--- src/rtl/core/acct_pkg.sv ---
// Shared types, constants and shape decode for the collider pair test.
package acct_pkg;

  localparam int COORD_BITS = 16;
  localparam int SIZE_BITS  = COORD_BITS - 1;
  localparam int XW         = COORD_BITS + 2;   // doubled edges and centers
  localparam int DW         = XW + 1;           // differences, radius sum
  localparam int SW         = 2 * DW;           // squares
  localparam int LATENCY    = 4;

  typedef enum logic [1:0] {
    KIND_BOX    = 2'd0,
    KIND_CIRCLE = 2'd1,
    KIND_OTHER0 = 2'd2,
    KIND_OTHER1 = 2'd3
  } kind_t;

  typedef logic signed [XW-1:0] coord_t;
  typedef logic signed [DW-1:0] diff_t;
  typedef logic signed [SW-1:0] sq_t;
  typedef logic signed [SW:0]   sqsum_t;

  typedef struct packed {
    logic   active;
    kind_t  kind;
    coord_t x0;
    coord_t y0;
    coord_t x1;
    coord_t y1;
    coord_t cx;
    coord_t cy;
    coord_t r;
  } shape_t;

  // control that rides along with the distance test
  typedef struct packed {
    logic valid;
    logic pre_hit;
    logic use_dist;
  } ctl_t;

  function automatic shape_t load_shape(
    input logic                         active,
    input logic [1:0]                   kind,
    input logic signed [COORD_BITS-1:0] left,
    input logic signed [COORD_BITS-1:0] top,
    input logic [SIZE_BITS-1:0]         width,
    input logic [SIZE_BITS-1:0]         height
  );
    shape_t s;
    coord_t w1, h1;
    s.active = active;
    s.kind   = kind_t'(kind);
    w1       = {3'b000, width};
    h1       = {3'b000, height};
    s.x0     = {left[COORD_BITS-1], left, 1'b0};
    s.y0     = {top[COORD_BITS-1], top, 1'b0};
    s.x1     = s.x0 + (w1 <<< 1);
    s.y1     = s.y0 + (h1 <<< 1);
    s.cx     = s.x0 + w1;
    s.cy     = s.y0 + h1;
    s.r      = w1;
    return s;
  endfunction

  function automatic coord_t clamp_c(input coord_t v, input coord_t lo, input coord_t hi);
    coord_t c;
    if (v < lo) begin
      c = lo;
    end else if (v > hi) begin
      c = hi;
    end else begin
      c = v;
    end
    return c;
  endfunction

endpackage

--- src/rtl/core/acct_dist_cmp.sv ---
// Two-stage squared distance against squared radius compare.
module acct_dist_cmp
  import acct_pkg::*;
(
  input  logic  clk,
  input  logic  rst,
  input  ctl_t  ctl_in,
  input  diff_t dx,
  input  diff_t dy,
  input  diff_t rad,
  output logic  out_valid,
  output logic  out_hit
);

  sq_t  dx_sq, dy_sq, rad_sq;
  ctl_t ctl_q;

  always_ff @(posedge clk) begin
    dx_sq  <= sq_t'(dx) * sq_t'(dx);
    dy_sq  <= sq_t'(dy) * sq_t'(dy);
    rad_sq <= sq_t'(rad) * sq_t'(rad);
    if (rst) begin
      ctl_q <= '0;
    end else begin
      ctl_q <= ctl_in;
    end
  end

  sqsum_t dist_sq;
  logic   less;

  assign dist_sq = sqsum_t'(dx_sq) + sqsum_t'(dy_sq);
  assign less    = dist_sq < sqsum_t'(rad_sq);

  always_ff @(posedge clk) begin
    out_hit <= ctl_q.pre_hit | (ctl_q.use_dist & less);
    if (rst) begin
      out_valid <= 1'b0;
    end else begin
      out_valid <= ctl_q.valid;
    end
  end

endmodule

--- config.mk ---
export PLATFORM = sky130hd
export DESIGN_NAME = acct_dist_cmp
export DESIGN_NICKNAME = d
export VERILOG_FILES = /design/src/rtl/core/acct_pkg.sv /design/src/rtl/core/acct_dist_cmp.sv
export SDC_FILE = /design/constraint.sdc
export NUM_CORES = 2
export LEC_CHECK = 0
export BUFFER_PORTS_ARGS = -buffer_cell sky130_fd_sc_hd__buf_2
export CAP_MARGIN = 30
export CORE_MARGIN = 2
export CORE_UTILIZATION = 58
export DETAILED_ROUTE_END_ITERATION = 8
export PLACE_DENSITY_LB_ADDON = 0.08
export SLEW_MARGIN = 15
export SYNTH_ARGS = -nofsm -noshare
export SYNTH_HDL_FRONTEND = slang
export SYNTH_SLANG_ARGS = --single-unit
--- constraint.sdc ---
create_clock -name clk -period 28.2 [get_ports clk]
set_input_delay 8.46 -clock clk [delete_from_list [all_inputs] [get_ports clk]]
set_output_delay 8.46 -clock clk [all_outputs]
set_load 0.1 [all_outputs]
==> results.yml <==
run_status:
  outcome: "finished clean"
placed_design:
  place.gp.congestion: 0.857
  detailed_place_hpwl_mm: 75.9
  place.port_buffers: 63
critical_path:
  cp.arrival_ns: 15.45
  path_max_fanout: 16
  start_kind: "primary input"
  worstSetupEndpointType: "register"
  path_class: "primary input to register"
  worst_ep_required_time_ns: 28.58
clock_network:
  clk_pin_slew_worst_paths_ns: 0.07
  htreeDepth: 4
  cts_setup_buffers: 0
  numCtsBuffers: 17
  clock_sinks: 116
  ctsHoldBuffers: 0
  clk_path_buf_depth: 2
  tritoncts: "yes"
  cts-resized-gates: 0
  root_buffer: "clkbuf_16"
  insertion_delay_ns: 0.44
sta:
  setup_viol: 0
  fmax_ghz: 0.0663
  clock_skew_ns: 0.0130
  worst_slew_pin_slew_ns: 0.821
  rsz0062_at_grt: "no"
  period_share_pct: 53.4
  max-slew-margin-rel_pct: 45.3
  fin_crit_ns: 15.07
  timing.setup.tns_ns: 0
  fin_hold_ws_ns: 0.457
  slew_violations: 0
  final_hold_viol_count: 0
flow_run:
  cap_violations: 0
finish:
  multi_input_area_mm2: 0.0341
  fillers: 6223
  drive_above_1_share_pct: 2.94
  nNetsFinal: 5783
  ff_latch_area_mm2: 0.00232
  syn2layout_area_growth_pct: 4.02
  antennaDiodeCount: 0
  fin_util_pct: 61.0
route:
  vias_per_cell: 5.23
  drtIter0Drc: 1189
  drc: 0
  wirelength_mm: 88.2
  ant_nets: 0
  vias: 27301
  drt-pass1-iter-count: 5
  wire_per_inst_um: 16.9
floorplanning:
  coreArea_mm2: 0.0703
  ioPinCount: 64
  floorplan.initialDensity_pct: 58.7
  die-width_um: 271
  fp.dieH_um: 271
  die_area_mm2: 0.0733
  num_rows: 97
yosys:
  synth_compound_area_share_pct: 6.75
  netlist_area_mm2: 0.0412
  synthCells: 4300
  ys_warn_count: 0
  synth.area.top_cells: "fa_1 (48%), ha_1 (14%), inv_1 (11%)"
  syn_nets: 5816
  synth-edff-count: 0
  synth_top_area_share_pct: 47.9
  ys_top_cells_by_count: "inv_1 (1169), fa_1 (987), ha_1 (467)"
  synthMuxAreaShare_pct: 0.194
  ys_seq_area_share_pct: 5.63
  synth_xor_area_share_pct: 4.06
  ys.flop_type: "dfxtp_1"
  async_flop_share_pct: 0
  yosys.area_share.simple_pct: 9.60
  yosysTopAreaCell: "fa_1"
  postSynthAreaPerCell_um2: 9.59
  synth_cell_types: 71
  synth-seq-cells: 116
  synth_top_family_by_area: "adder cells"
  synth.most_common_cell: "inv_1"
  synthAdderAreaFrac_pct: 62.1
grt:
  grt_pass1_vias: 30314
  grt_max_degree: 41
  grt.total_usage_pct: 25.9
  antenna_found_initial: 1
  grt_overflow_total: 0
  grt_pass1_wl_mm: 151
worst_hold_path:
  hold_class: "register to register"
## cell usage in the layout (no fill, tap or decap), drive strengths merged, types with 31 or more instances in the layout
cell,n
inv,1174
nand2,388
fa,987
a21o,88
dfxtp,116
nor2,117
buf,63
and2,143
o21a,31
ha,467
nor2b,60
xor2,52
xnor2,139
a21oi,108
o21ai,65
## layout make-up
class / count / share of cell area (%)
clock buffer: 18 / 1.00
sequential: 116 / 5.41
clock inverter: 14 / 0.400
tap: 940 / 2.74
inverter: 1169 / 10.2
multi-input combinational: 2900 / 79.5
timing repair buffer: 63 / 0.735
## cell families (layout without fill, tap and decap cells)
family,Yosys count,in the layout
simple gates,838,838
fa+ha+maj,1454,1454
flops,116,116
xor+xnor,191,191
buf+inv,1284,1264
compound gates,409,409
mux,8,8
## registers in the layout (all words and copies together) (netlist names)
register and count:
out_hit 1, out_valid 1, dx_sq 37, ctl_q 3, dy_sq 37, rad_sq 37
## final timing paths
| kind | start | endpoint | slack [ns] | cells past startpoint |
|---|---|---|---|---|
| max | dy[10] | dy_sq[34] | 13.13 | 19 |
| max reg2reg | dx_sq[3] | out_hit | 23.87 | 18 |
| min reg2reg | ctl_q[2] | out_valid | 0.46 | 1 |
| min | ctl_q[2] | out_valid | 0.46 | 1 |
## critical path, stage by stage
cell and delay (ns):
buf_2 0.35, inv_1 0.26, nor2_1 0.25, inv_1 0.09, fa_1 0.49, fa_1 0.46
fa_1 0.56, inv_1 0.06, fa_1 0.46, fa_1 0.43, fa_1 0.49, fa_1 0.43
ha_1 0.38, a2111oi_0 0.72, a21oi_1 0.27, o41ai_2 0.58, o21ai_1 0.17, a2111o_1 0.42
nand3_1 0.09
## routing by layer
metal,vias to the layer above,wire [µm],GRT usage [%]
met1,13945,39800,36.0
met4,0,1330,4.49
met2,490,44000,45.0
li1,12779,-,-
met3,87,3030,2.40
met5,-,0,0
## per-stage QoR
step,std cells,area (µm²),setup WS (ns)
final,5220,42900,13.13
after global routing,5220,42900,12.74
after CTS,5220,42900,13.20
after detailed placement,5188,42300,12.73
after global placement,5188,42300,12.81
after floorplan,4300,41200,13.37
Power is not shown: default switching activity piles up to over one toggle a cycle in this logic, so the estimate is an artifact.
